==> src/hdl/fbf_pkg.sv <==
// Shared types and constants for the framebuffer fill engine.
// No dependencies; every other file of the block imports it.
`timescale 1ns / 1ps

package fbf_pkg;

    localparam int DEF_MAX_WIDTH  = 64;
    localparam int DEF_MAX_HEIGHT = 64;

    localparam int CANVAS_W    = 7;
    localparam int ACTION_W    = 3;
    localparam int POS_W       = 6;
    localparam int SIZE_W      = 7;
    localparam int CHAN_W      = 8;
    localparam int PIXEL_W     = 24;
    localparam int RSQ_W       = 14;
    localparam int COUNT_W     = 13;
    localparam int CFG_INDEX_W = 1;
    localparam int IDX_W       = 14;
    localparam int HALF_W      = 6;
    localparam int HSQ_W       = 12;
    localparam int SQ_W        = 14;
    localparam int DELTA_W     = 8;
    localparam int QUEUE_DEPTH = 2;

    localparam logic [CANVAS_W-1:0] CANVAS_RESET = 7'd64;

    typedef enum logic [ACTION_W-1:0] {
        ACT_CLEAR = 3'd0,
        ACT_RECT  = 3'd1,
        ACT_DISC  = 3'd2,
        ACT_POINT = 3'd3,
        ACT_READ  = 3'd4
    } action_t;

    typedef enum logic [CFG_INDEX_W-1:0] {
        CFG_WIDTH  = 1'b0,
        CFG_HEIGHT = 1'b1
    } cfg_reg_t;

    typedef enum logic [1:0] {
        KIND_NONE,
        KIND_FILL,
        KIND_READ
    } kind_t;

    typedef enum logic [1:0] {
        ST_IDLE,
        ST_RUN,
        ST_DONE
    } back_state_t;

    typedef struct packed {
        kind_t               kind;
        logic                disc;
        logic [PIXEL_W-1:0]  color;
        logic [IDX_W-1:0]    start_idx;
        logic [SIZE_W-1:0]   ncols;
        logic [SIZE_W-1:0]   nrows;
        logic [SIZE_W-1:0]   stride;
        logic [RSQ_W-1:0]    rsq;
        logic [HALF_W-1:0]   half_w;
        logic [HALF_W-1:0]   half_h;
        logic [HSQ_W-1:0]    half_w_sq;
        logic [HSQ_W-1:0]    half_h_sq;
    } cmd_t;

endpackage

==> src/hdl/fbf_queue.sv <==
// Short command queue between the decode front end and the pixel engine.
// Depends on fbf_pkg for the command type and depth.
`timescale 1ns / 1ps

module fbf_queue (
    input  logic          clk,
    input  logic          rst_n,
    input  logic          push,
    input  fbf_pkg::cmd_t push_cmd,
    output logic          full,
    input  logic          pop,
    output logic          cmd_valid,
    output fbf_pkg::cmd_t pop_cmd
);
    import fbf_pkg::*;

    localparam int PTR_W = (QUEUE_DEPTH > 1) ? $clog2(QUEUE_DEPTH) : 1;

    cmd_t             entry_reg [QUEUE_DEPTH];
    logic [PTR_W-1:0] wr_ptr_reg;
    logic [PTR_W-1:0] rd_ptr_reg;
    logic [PTR_W:0]   count_reg;
    logic [PTR_W:0]   count_next;

    always_comb
    begin
        full       = (count_reg == (PTR_W+1)'(QUEUE_DEPTH));
        cmd_valid  = (count_reg != '0);
        pop_cmd    = entry_reg[rd_ptr_reg];
        count_next = count_reg + (PTR_W+1)'(push) - (PTR_W+1)'(pop);
    end

    always_ff @(posedge clk or negedge rst_n)
    begin
        if (!rst_n)
        begin
            wr_ptr_reg <= '0;
            rd_ptr_reg <= '0;
            count_reg  <= '0;
        end
        else
        begin
            if (push)
                wr_ptr_reg <= wr_ptr_reg + PTR_W'(1);
            if (pop)
                rd_ptr_reg <= rd_ptr_reg + PTR_W'(1);
            count_reg <= count_next;
        end
    end

    always_ff @(posedge clk)
    begin
        if (push)
            entry_reg[wr_ptr_reg] <= push_cmd;
    end

endmodule

==> config.mk <==
export PLATFORM = sky130hd
export DESIGN_NAME = fbf_queue
export DESIGN_NICKNAME = d
export VERILOG_FILES = /design/src/hdl/fbf_pkg.sv /design/src/hdl/fbf_queue.sv
export SDC_FILE = /design/constraint.sdc
export NUM_CORES = 1
export LEC_CHECK = 0
export BUFFER_PORTS_ARGS = -buffer_cell sky130_fd_sc_hd__buf_2
export CAP_MARGIN = 20
export CORE_UTILIZATION = 41
export DETAILED_ROUTE_END_ITERATION = 10
export PLACE_DENSITY_LB_ADDON = 0.05
export REMOVE_ABC_BUFFERS = 1
export SLEW_MARGIN = 20
export SYNTH_ARGS = -nofsm -noshare
export SYNTH_HDL_FRONTEND = slang
export SYNTH_SLANG_ARGS = --single-unit
==> constraint.sdc <==
create_clock -name clk -period 6.48 [get_ports clk]
set_input_delay 0 -clock clk [delete_from_list [all_inputs] [get_ports clk]]
set_output_delay 0 -clock clk [all_outputs]
set_load 0.01 [all_outputs]
# After elaboration in Yosys (flattened, before gate mapping)
# Memories as Yosys holds them, arrays and structs flattened.
# Cells that the tools add are included.
# totals
reg_bits	4
latchBits	0
ram_bits	224
mem_bits_ro	0
input_bits	116
out_inout_bits	114
mem_count	1
# memory_table
name	words	word_bits	rd	rd_clocked_by_memory_dff	wr	line	source
entry_reg	2	112	1	0	1	fbf_queue.sv:19	cmd_t entry_reg [QUEUE_DEPTH];
# op_classes
n_addsub	4
multipliers	0
div_mod_pow	0
n_lt_le_gt_ge	0
n_eq_ne	1
n_shift	0
n_mux	2
n_bitwise	0
reduce_logical	1
# op_table
cell	n
adder 1 bit, second input constant	2
adder 2 x 1 -> 2 bit	1
== test 2 bit, second input constant	1
two-way mux 1 bit	2
nonzero test 2 bit	1
subtractor 2 x 1 -> 2 bit	1

# Depth between registers and ports, before layout
# logic_depth
word_depth	2
ltp_mapped	5
depth_no_buf	5

# Least setup slack after synthesis
# OpenSTA, ideal clock, no wires.
# synth_path
path_type	register -> register
start	reg wr_ptr_reg
end	mem entry_reg[0][0] in the netlist's numbering (enable)
arrival_time_ns	5.356
path_slack_ns	0.527
stages_incl_launch_ff	2
period_less_slack_ns	5.953
path_cell_list	dfrtp_1 nor2b_1
# synth_lines
element	line	source
start: declaration	fbf_queue.sv:20	logic [PTR_W-1:0] wr_ptr_reg;
start signal: assignment	fbf_queue.sv:44	wr_ptr_reg <= wr_ptr_reg + PTR_W'(1);
end: declaration	fbf_queue.sv:19	
# Straight into the memory's write port.

# Final worst setup path
# layout_path
start	reg wr_ptr_reg
end	mem entry_reg[0][95] in the netlist's numbering (enable)
# Straight into the memory's write port.

==> results.yml <==
run_status:
  status: "complete, no violations"
route:
  viasPerCell: 4.57
  ant_nets: 0
  dr.pass1.iters: 4
  routedWlPerCell_um: 15.9
  vias: 4642
  drt_wl_total_um: 16200
  drtIter0Drc: 218
  drcViolationCount: 0
setup_path:
  startpoint_type: "register"
  path_class: "reg2reg"
  cp_max_fo: 52
  cp_data_required_time_ns: 6.61
  endpoint_kind: "register"
  crit_arrival_ns: 2.79
sta:
  finalHoldViolCount: 0
  tightest_slew_ns: 0.866
  rsz0062_at_grt: "false"
  fin_crit_sh_pct: 41.1
  fin_worst_skew_ns: 0.00540
  fin_setup_tns_ns: 0
  finalSetupViolCount: 0
  holdWs_ns: 0.218
  post-route-min-period_ns: 2.66
  slew_headroom_pct: 42.3
  timing.fmax_mhz: 376
  report.final.slew_viol_count: 0
synthesis:
  yosysMostFrequentCell: "edfxtp_1"
  synth_mux_area_share_pct: 17.8
  synth-main-ff-cell: "edfxtp_1"
  syn_area_per_cell_um2: 23.6
  netlist_top_cells_area: "edfxtp_1 (78%), mux2_4 (12%), mux2_2 (5.5%)"
  synth_edf_count: 224
  yosys-top-cells-count: "edfxtp_1 (224), mux2_4 (70), mux2_2 (42)"
  ys_seq_elements: 228
  ys_warn_count: 0
  synth_cells: 364
  synth_area_um2: 8570
  synth_top_area_share_pct: 78.4
  synth.distinct_cells: 14
  synth-seq-area-share_pct: 79.6
  yosysTopAreaCell: "edfxtp_1"
  synth_top_family_by_area: "multiplexers"
  synthAdderAreaFrac_pct: 0.292
  synth_xor_area_share_pct: 0.482
  synthArstFlopShare_pct: 1.75
  synth_compound_area_share_pct: 0
  synthSimpleGateAreaFrac_pct: 0.292
clock_tree:
  root_buffer: "clkbuf_16"
  cts_max_level: 1
  cts.clk_slew.worst_paths_ns: 0.06
  cts_sinks: 228
  clk_path_buf_depth: 3
  numCtsBuffers: 25
  cts_tree: "built"
  cts_setup_buffers: 0
  clock_latency_ns: 0.50
  cts-resized-gates: 0
floorplan:
  initial_utilization_pct: 42.1
  ios: 230
  core_area_um2: 20400
  die-height_um: 147
  die_w_um: 147
  dieArea_um2: 21500
  num_rows: 52
pwr:
  vdd_drop_max_mv: 0.357
  power_density_nw_per_um2: 409
  p_leak_uw: 0.00476
layout:
  largest_register_ffs: 224
  area_growth_pct: 39.5
  filler_cell_count: 1585
  drive_gt1_share_pct: 51.5
  nets: 846
  fin_cells: 1015
  insertedDiodeCount: 0
  post-route-util_pct: 58.7
global_route:
  grt_antenna_before_repair: 0
  overflow: 0
  grt_pass1_wl_um: 25200
  grt_pass1_vias: 5055
  grt_util_all_layers_pct: 14.9
  grt_max_degree: 62
flow_run:
  maxCapViolations: 0
placement:
  place.port_buffers: 229
  placedCellCount: 855
  globalplace.congestion: 0.724
  post-dp-hpwl_um: 9860
worst_hold_path:
  worstHoldPathType: "in2reg"
[worst paths after layout]
path	start	to	slack, ns	cells past startpoint
setup / recovery	wr_ptr_reg$_DFFE_PN0P_	entry_reg[0][95]$_DFFE_PP_	3.82	3
hold / removal	push_cmd[63]	entry_reg[1][63]$_DFFE_PP_	0.22	2
setup reg to reg	wr_ptr_reg$_DFFE_PN0P_	entry_reg[0][95]$_DFFE_PP_	3.82	3
hold reg to reg	wr_ptr_reg$_DFFE_PN0P_	wr_ptr_reg$_DFFE_PN0P_	0.55	1
max in group asynchronous	rst_n	rd_ptr_reg$_DFFE_PN0P_	5.90	3
min in group asynchronous	rst_n	count_reg[0]$_DFF_PN0_	0.39	3
[cell usage in the layout (no fill, tap or decap), types with 2 or more instances in the layout]
cell type and instances:
buf_2 229, edfxtp_1 224, dlygate4sd3_1 116, mux2_4 70, mux2_2 42, clkbuf_16 25
clkinv_1 5, clkbuf_1 5, buf_4 5, bufinv_16 4, clkinv_2 3, dfrtp_1 3
inv_1 2, xor2_1 2, ha_1 2
[routing by layer]
layer | GRT usage, % | wire length, um
met1 | 17.6 | 6540
met2 | 26.7 | 8330
met3 | 3.47 | 900
met4 | 4.84 | 401
met5 | 0 | 0
[cell families (layout without fill, tap and decap cells)]
family,Yosys count,after routing
multiplexers,112,112
flip-flops,228,228
adder cells (fa/ha/maj),2,2
AND/OR/NAND/NOR,4,4
XOR/XNOR,3,3
buffers and inverters,15,396
[final cells by class]
class | count | area (um^2) | area share, %
Clock buffer | 30 | 644 | 5.39
Clock inverter | 14 | 171 | 1.43
Inverter | 2 | 7.51 | 0.0628
Multi-Input combinational cell | 121 | 1630 | 13.6
Sequential cell | 228 | 6830 | 57.1
Tap cell | 270 | 338 | 2.82
Timing Repair Buffer | 350 | 2340 | 19.6
[through the flow]
step                      total power, uW  worst slack (ns)  area, um^2
after floorplan                      3130             0.527        8450
after global placement               3480              3.76        9980
after detailed placement             3500              3.73        9980
after CTS                            4970              3.72       12000
after global routing                 5120              3.57       12000
final                                4890              3.82       12000
[power by group]
group / internal (uW) / leakage [uW] / switching [uW]
registers: 1960 / 0.00215 / 108
logic: 734 / 0.00222 / 691
clock network: 864 / 0.000399 / 531
[critical path, cell delays in order, from the launching register on]
cell and delay [ns]:
dfrtp_1 0.43, nor2b_4 0.58, buf_4 0.57, buf_4 0.69
[what timing repair did]
item / in CTS / in global routing
hold buffers: 116 / 0
setup endpoints to repair: 0 / 0
endpoints found under the hold margin: 232 / 0
Power figures use the tool's default switching activity.
