<file path="src/hdl/fbf_pkg.sv">
// Shared types and constants for the framebuffer fill engine.
// No dependencies; every other file of the block imports it.
`timescale 1ns / 1ps

package fbf_pkg;

    localparam int DEF_MAX_WIDTH  = 64;
    localparam int DEF_MAX_HEIGHT = 64;

    localparam int CANVAS_W    = 7;
    localparam int ACTION_W    = 3;
    localparam int POS_W       = 6;
    localparam int SIZE_W      = 7;
    localparam int CHAN_W      = 8;
    localparam int PIXEL_W     = 24;
    localparam int RSQ_W       = 14;
    localparam int COUNT_W     = 13;
    localparam int CFG_INDEX_W = 1;
    localparam int IDX_W       = 14;
    localparam int HALF_W      = 6;
    localparam int HSQ_W       = 12;
    localparam int SQ_W        = 14;
    localparam int DELTA_W     = 8;
    localparam int QUEUE_DEPTH = 2;

    localparam logic [CANVAS_W-1:0] CANVAS_RESET = 7'd64;

    typedef enum logic [ACTION_W-1:0] {
        ACT_CLEAR = 3'd0,
        ACT_RECT  = 3'd1,
        ACT_DISC  = 3'd2,
        ACT_POINT = 3'd3,
        ACT_READ  = 3'd4
    } action_t;

    typedef enum logic [CFG_INDEX_W-1:0] {
        CFG_WIDTH  = 1'b0,
        CFG_HEIGHT = 1'b1
    } cfg_reg_t;

    typedef enum logic [1:0] {
        KIND_NONE,
        KIND_FILL,
        KIND_READ
    } kind_t;

    typedef enum logic [1:0] {
        ST_IDLE,
        ST_RUN,
        ST_DONE
    } back_state_t;

    typedef struct packed {
        kind_t               kind;
        logic                disc;
        logic [PIXEL_W-1:0]  color;
        logic [IDX_W-1:0]    start_idx;
        logic [SIZE_W-1:0]   ncols;
        logic [SIZE_W-1:0]   nrows;
        logic [SIZE_W-1:0]   stride;
        logic [RSQ_W-1:0]    rsq;
        logic [HALF_W-1:0]   half_w;
        logic [HALF_W-1:0]   half_h;
        logic [HSQ_W-1:0]    half_w_sq;
        logic [HSQ_W-1:0]    half_h_sq;
    } cmd_t;

endpackage

</file>
<file path="src/hdl/fbf_front.sv">
// Front end: canvas size registers, command decode, clipping and start address.
// Depends on fbf_pkg; feeds fbf_queue.
`timescale 1ns / 1ps

module fbf_front #(
    parameter int MAX_WIDTH  = fbf_pkg::DEF_MAX_WIDTH,
    parameter int MAX_HEIGHT = fbf_pkg::DEF_MAX_HEIGHT
) (
    input  logic                              clk,
    input  logic                              rst_n,
    input  logic                              cfg_we,
    input  logic [fbf_pkg::CFG_INDEX_W-1:0]   cfg_index,
    input  logic [fbf_pkg::CANVAS_W-1:0]      cfg_data,
    input  logic                              in_valid,
    output logic                              in_ready,
    input  logic [fbf_pkg::ACTION_W-1:0]      action,
    input  logic [fbf_pkg::POS_W-1:0]         x_pos,
    input  logic [fbf_pkg::POS_W-1:0]         y_pos,
    input  logic [fbf_pkg::SIZE_W-1:0]        rect_width,
    input  logic [fbf_pkg::SIZE_W-1:0]        rect_height,
    input  logic [fbf_pkg::CHAN_W-1:0]        red,
    input  logic [fbf_pkg::CHAN_W-1:0]        green,
    input  logic [fbf_pkg::CHAN_W-1:0]        blue,
    input  logic [fbf_pkg::RSQ_W-1:0]         radius_sq,
    input  logic                              queue_full,
    output logic                              push,
    output fbf_pkg::cmd_t                     cmd
);
    import fbf_pkg::*;

    logic [CANVAS_W-1:0] canvas_width_reg;
    logic [CANVAS_W-1:0] canvas_height_reg;
    logic [CANVAS_W-1:0] act_w;
    logic [CANVAS_W-1:0] act_h;
    logic [CANVAS_W:0]   x_end;
    logic [CANVAS_W:0]   y_end;
    logic [CANVAS_W:0]   x_clip;
    logic [CANVAS_W:0]   y_clip;
    logic [SIZE_W-1:0]   rect_cols;
    logic [SIZE_W-1:0]   rect_rows;
    logic                in_canvas;
    logic [POS_W-1:0]    start_x;
    logic [POS_W-1:0]    start_y;
    logic [COUNT_W-1:0]  row_base;

    always_ff @(posedge clk or negedge rst_n)
    begin
        if (!rst_n)
        begin
            canvas_width_reg  <= CANVAS_RESET;
            canvas_height_reg <= CANVAS_RESET;
        end
        else if (cfg_we)
        begin
            unique case (cfg_reg_t'(cfg_index))
                CFG_WIDTH:  canvas_width_reg  <= cfg_data;
                CFG_HEIGHT: canvas_height_reg <= cfg_data;
                default:    ;
            endcase
        end
    end

    always_comb
    begin
        act_w = (32'(canvas_width_reg) > MAX_WIDTH) ? CANVAS_W'(MAX_WIDTH) : canvas_width_reg;
        act_h = (32'(canvas_height_reg) > MAX_HEIGHT) ? CANVAS_W'(MAX_HEIGHT)
                                                      : canvas_height_reg;

        x_end  = (CANVAS_W+1)'(x_pos) + (CANVAS_W+1)'(rect_width);
        y_end  = (CANVAS_W+1)'(y_pos) + (CANVAS_W+1)'(rect_height);
        x_clip = (x_end > {1'b0, act_w}) ? {1'b0, act_w} : x_end;
        y_clip = (y_end > {1'b0, act_h}) ? {1'b0, act_h} : y_end;
        rect_cols = (x_clip > (CANVAS_W+1)'(x_pos)) ? SIZE_W'(x_clip - (CANVAS_W+1)'(x_pos))
                                                     : '0;
        rect_rows = (y_clip > (CANVAS_W+1)'(y_pos)) ? SIZE_W'(y_clip - (CANVAS_W+1)'(y_pos))
                                                     : '0;
        in_canvas = ({1'b0, x_pos} < act_w) && ({1'b0, y_pos} < act_h);

        cmd           = '0;
        cmd.kind      = KIND_NONE;
        cmd.color     = {red, green, blue};
        cmd.stride    = act_w;
        cmd.rsq       = radius_sq;
        cmd.half_w    = rect_width[SIZE_W-1:1];
        cmd.half_h    = rect_height[SIZE_W-1:1];
        cmd.half_w_sq = HSQ_W'(cmd.half_w) * HSQ_W'(cmd.half_w);
        cmd.half_h_sq = HSQ_W'(cmd.half_h) * HSQ_W'(cmd.half_h);
        start_x       = x_pos;
        start_y       = y_pos;

        unique case (action_t'(action)) inside
            ACT_CLEAR:
            begin
                start_x   = '0;
                start_y   = '0;
                cmd.ncols = act_w;
                cmd.nrows = act_h;
                if ((act_w != '0) && (act_h != '0))
                    cmd.kind = KIND_FILL;
            end
            ACT_RECT, ACT_DISC:
            begin
                cmd.ncols = rect_cols;
                cmd.nrows = rect_rows;
                cmd.disc  = (action_t'(action) == ACT_DISC);
                if ((rect_cols != '0) && (rect_rows != '0))
                    cmd.kind = KIND_FILL;
            end
            ACT_POINT:
            begin
                cmd.ncols = SIZE_W'(1);
                cmd.nrows = SIZE_W'(1);
                if (in_canvas)
                    cmd.kind = KIND_FILL;
            end
            ACT_READ:
            begin
                if (in_canvas)
                    cmd.kind = KIND_READ;
            end
            default: ;
        endcase

        row_base      = COUNT_W'(start_y) * COUNT_W'(act_w);
        cmd.start_idx = IDX_W'(row_base) + IDX_W'(start_x);

        in_ready = !queue_full;
        push     = in_valid && !queue_full;
    end

endmodule

</file>
<file path="config.mk">
export PLATFORM = sky130hd
export DESIGN_NAME = fbf_front
export DESIGN_NICKNAME = d
export VERILOG_FILES = /design/src/hdl/fbf_pkg.sv /design/src/hdl/fbf_front.sv
export SDC_FILE = /design/constraint.sdc
export NUM_CORES = 1
export LEC_CHECK = 0
export BUFFER_PORTS_ARGS = -buffer_cell sky130_fd_sc_hd__buf_4
export CORE_MARGIN = 2
export CORE_UTILIZATION = 35
export DETAILED_ROUTE_END_ITERATION = 16
export SYNTH_ARGS = -nofsm -noshare
export SYNTH_HDL_FRONTEND = slang
export SYNTH_SLANG_ARGS = --single-unit
</file>
<file path="constraint.sdc">
create_clock -name clk -period 7.2 [get_ports clk]
set_input_delay 0.72 -clock clk [delete_from_list [all_inputs] [get_ports clk]]
set_output_delay 0.72 -clock clk [all_outputs]
set_load 0.01 [all_outputs]
</file>
# Word-level counts from Yosys, hierarchy flattened

Cells that the tools add are included.

Register bits after elaboration: 14
Input port bits: 80
Logic and storage cells: 51

$add $sub $neg: 5
Multiply operators: 3
Order comparisons: 8
Equality and inequality tests: 4
Multiplexer cells: 15
Bitwise logic cells: 1
Reduce and logical (&&, ||, !) cells: 13

Operator list:

| kind               | count |
|---|---|
| $pmux 14 s3        | 1 |
| $mux 7             | 4 |
| $reduce_bool 7->1  | 4 |
| $mul 6x6->12       | 2 |
| $add 6x7->8        | 2 |
| $gt 8x6->1         | 2 |
| $gt 8x7->1         | 2 |
| $mux 8             | 2 |
| $add 13x6->14      | 1 |
| $gt 7x7->1 const B | 2 |
| $lt 6x7->1         | 2 |
| $sub 7x6->7        | 2 |
| $mul 6x7->13       | 1 |
| $mux 6             | 2 |
| $pmux 2 s4         | 1 |
| $eq 3x2->1 const B | 2 |
| $logic_and 1x1->1  | 4 |
| $mux 1             | 4 |
| $reduce_and 2->1   | 2 |
| $eq 3x1->1 const B | 1 |
| $eq 3x3->1 const B | 1 |
| $logic_not 3->1    | 1 |
| $mux 2             | 1 |
| $reduce_or 2->1    | 1 |
| 2 further kinds    | 2 |

# Depth between registers and ports, before layout

Depth after elaboration: 10
Gate-level depth with buffers: 22
Gate-level depth less buffers: 22

# Worst setup path before layout

Ideal clock, no wire load.

Path kind: in2out
Start point: in action[0] in the netlist's numbering
End point: out cmd[84] in the netlist's numbering
Arrival time: 5.363 ns
Data required time: 6.480 ns
Slack: 1.117 ns
Stages on the path: 19
Cell sequence: clkbuf_1 -> or2_2 -> nor2_1 -> clkbuf_1 -> nor3_1 -> fa_1 -> inv_1 -> fa_1 -> fa_1 -> inv_1 -> fa_1 -> ha_1 -> nand2_1 -> o211ai_1 -> a31oi_1 -> nor2b_1 -> o21a_1 -> o41ai_1 -> xnor2_1

RTL lines:

| what            | RTL line        | source |
|---|---|---|
| start, declared | fbf_front.sv:16 | `input logic [fbf_pkg::ACTION_W-1:0] action,` |
| end, declared   | fbf_front.sv:27 | `output fbf_pkg::cmd_t cmd` |

==> run_results.csv <==
group,metric,value,unit
run_status,status,"finished, final reports clean",
yosys,async_flop_share,1.000,
yosys,postSynthCellCount,749,
hold_path,hp-class,"in2async",
critical_path,cp_common_cell,"fa_1",
critical_path,cp_max_fo,14,
critical_path,start_kind,"register",
yosys,synth_flop_cell,"dfrtp_1",
timing,fin_ws,689.9,ps
yosys,synth_top_cell_area_share,0.2316,
route,dr.pass1.iters,4,
yosys,ys_seq_area_frac,0.05938,
placement,pre_cts_slack,802.4,ps
floorplan,rows,47,
pwr,peakVddDrop,0.1921,mV
clock_network,clock-sinks,14,
route,wl_met1,7.415,mm
pwr,leakage,0.003463,µW
timing,max_slew_margin,0.5525,
critical_path,crit_family,"adder cells",
placement,place_hpwl,12.79,mm
yosys,ys_warn_count,0,
route,wl_per_cell,14.69,µm
clock_network,h-tree-depth,1,
cells_and_area,nNetsFinal,1040,
route,wl_met3,759,µm
clock_network,cts_hold_buf,0,
floorplan,start_util,0.3583,
global_route,grt_usage,0.1635,
yosys,synthDistinctLibCells,54,
timing,final_max_slew_viol_count,0,
cells_and_area,fillers,1757,
timing,worstMarginPinSlew,662.6,ps
cells_and_area,drive_gt1_frac,0.1801,
route,highest_layer,"met4",
critical_path,path_class,"reg2out",
cells_and_area,area_growth,13.52,%
route,wl_met2,6.810,mm
global_route,grt_pass1_vias,4956,
route,ant_nets,0,
floorplan,die_height,134.3,µm
critical_path,cp.arrival,5790,ps
critical_path,cp-end-kind,"output pin",
route,wirelength,15.06,mm
clock_network,worstSkewPairLatency,240,ps
global_route,grt_start_max_net_pins,18,
yosys,syn_avg_cell_area,7.933,µm²
clock_network,clkSlewWorstSetupHoldPaths,50,ps
floorplan,ios,194,
critical_path,crit_chain,"inv_1 -> nand2_1 -> inv_1 -> nand2_1 -> fa_1 -> fa_1 -> fa_1 -> inv_1 -> fa_1 -> ha_1 -> nand2_1 -> o211ai_1 -> a31oi_1 -> nor2b_1 -> o21a_1 -> o41ai_1 -> xnor2_1 -> buf_4",
yosys,ys_ff_latch,14,
route,drc_errors,0,
floorplan,core_area,16580,µm²
critical_path,startpoint,"canvas_width_reg[6]$_DFFE_PN1P_",
floorplan,die_area,18040,µm²
route,vias_per_cell,5.098,
clock_network,cts_buffers,3,
placement,gp_congestion,0.8888,
clock_network,root_buffer,"clkbuf_16",
global_route,antenna_found_initial,0,
cells_and_area,multi_input_area,4790,µm²
timing,final.period_utilization,0.9042,
yosys,synth_top_area_cell,"ha_1",
global_route,overflow,0,
timing,fmax,153.6,MHz
yosys,yosys-top-cells-area,"ha_1, fa_1, buf_4",
timing,hold_viol,0,
critical_path,slowest_stage,"dfstp_2",
yosys,synth_edf_count,0,
pwr,power.density,234.5,nW/µm²
pwr,p_total,1582,µW
clock_network,cts_tree,"built",
clock_network,cts_resized,0,
timing,timing.hold.ws,316.4,ps
route,drt_iter0_drc,372,
clock_network,post-cts-setup-buffer-count,0,
floorplan,die_width,134.3,µm
timing,rsz0062_at_grt,"false",
cells_and_area,final_design_area_no_fill,6745,µm²
placement,postPlaceCellArea,6656,µm²
critical_path,cp_slowest_stage_delay,640,ps
timing,setup_tns,0,ps
timing,finalCriticalPeriod,6510,ps
cells_and_area,register_area,352.8,µm²
timing,finalSetupViolations,0,
global_route,grt_pass1_wl,24.43,mm
critical_path,critical_path_buf_inv_count,4,
cells_and_area,num_antenna_cells,0,
clock_network,clock_path_buffers,2,
route,vias,5225,
yosys,synthesis.area,5942,µm²
timing,skew,0,ps
placement,portBuffers,115,
job,drv_cap,0,
critical_path,cp.required,6480,ps
critical_path,timing.rr.start,"canvas_width_reg[6]$_DFFE_PN1P_",
-- worst register-to-register path, stage by stage, from the launching register on --
cell and delay [ps]:
dfstp_2 640, inv_1 280, o21ai_0 240
-- layout by cell type, fill, tap and decap left out, types with 2 or more instances in the layout --
cell type | netlist | layout
o21a_1 | 9 | 9
inv_1 | 92 | 92
nand2b_1 | 3 | 3
and2_1 | 14 | 14
buf_4 | 54 | 119
a211oi_2 | 2 | 2
mux2i_1 | 3 | 3
nand4_1 | 4 | 4
nor4_1 | 4 | 4
nand3_1 | 22 | 22
a211oi_1 | 8 | 8
nor4b_1 | 3 | 3
o211ai_1 | 9 | 9
o22ai_1 | 6 | 6
o21bai_1 | 8 | 8
a21o_1 | 11 | 11
dfrtp_1 | 12 | 12
fa_1 | 44 | 44
or4_1 | 2 | 2
dfstp_2 | 2 | 2
xnor2_1 | 34 | 34
a2bb2oi_2 | 2 | 2
nand2_1 | 75 | 75
clkbuf_16 | 0 | 3
a31oi_1 | 2 | 2
mux2_2 | 14 | 14
ha_1 | 110 | 110
o21ai_0 | 34 | 34
a22oi_1 | 2 | 2
o41ai_1 | 2 | 2
a2111oi_0 | 3 | 3
conb_1 | 1 | 2
a211o_1 | 2 | 2
and3b_1 | 2 | 2
nor2b_1 | 18 | 18
xor2_1 | 8 | 8
nor3_1 | 18 | 18
nor2_1 | 50 | 50
a21oi_1 | 32 | 32
-- routing by layer --
metal	up-vias	global-route usage
met5	-	0
met4	0	0.01637
met3	11	0.01134
met2	130	0.2647
met1	2467	0.2462
li1	2617	-
-- power breakdown --
part	leakage, µW	switching, µW	internal [µW]
Sequential	0.000162	14.1	91.9
Clock	0.0000442	32.1	84.1
Combinational	0.00326	731	628
-- path summary, 6_finish.rpt --
check                      depth (start not counted)                          endpoint  slack, ps
max                                               18                           cmd[84]        690
min                                                1  canvas_height_reg[3]$_DFFE_PN0P_        320
max reg2reg                                        2   canvas_width_reg[6]$_DFFE_PN1P_       5960
min reg2reg                                        1   canvas_width_reg[2]$_DFFE_PN0P_        530
max in group asynchronous                          1   canvas_width_reg[6]$_DFFE_PN1P_       6640
min in group clk                                   1   canvas_width_reg[2]$_DFFE_PN0P_        530
-- synth_stat cells, types with 18 or more instances --
cell type / n
ha_1: 110
inv_1: 92
nand2_1: 75
buf_4: 54
nor2_1: 50
fa_1: 44
o21ai_0: 34
xnor2_1: 34
a21oi_1: 32
nand3_1: 22
nor2b_1: 18
nor3_1: 18
-- through the flow --
stage / utilization / instances
after detailed placement: 0.4014 / 1021
final: 0.4067 / 1025
after global placement: 0.4014 / 1021
after floorplan: - / 750
after global routing: 0.4067 / 1025
after CTS: 0.4067 / 1025
-- layout make-up --
| cell class | count | area share |
|---|---|---|
| Sequential cell | 14 | 0.05231 |
| Timing Repair Buffer | 119 | 0.1324 |
| Clock buffer | 4 | 0.01317 |
| Inverter | 92 | 0.05120 |
| Multi-Input combinational cell | 576 | 0.7101 |
| Tap cell | 220 | 0.04081 |
-- kinds of logic after synthesis --
logic type      share of synthesized area
simple gates                       0.1754
buf+inv                            0.1352
fa+ha+maj                          0.3799
compound gates                     0.1537
xor+xnor                          0.06191
mux                               0.03390
flops                             0.05938
other cells                     0.0006311
(Power assumes the default switching activity.)
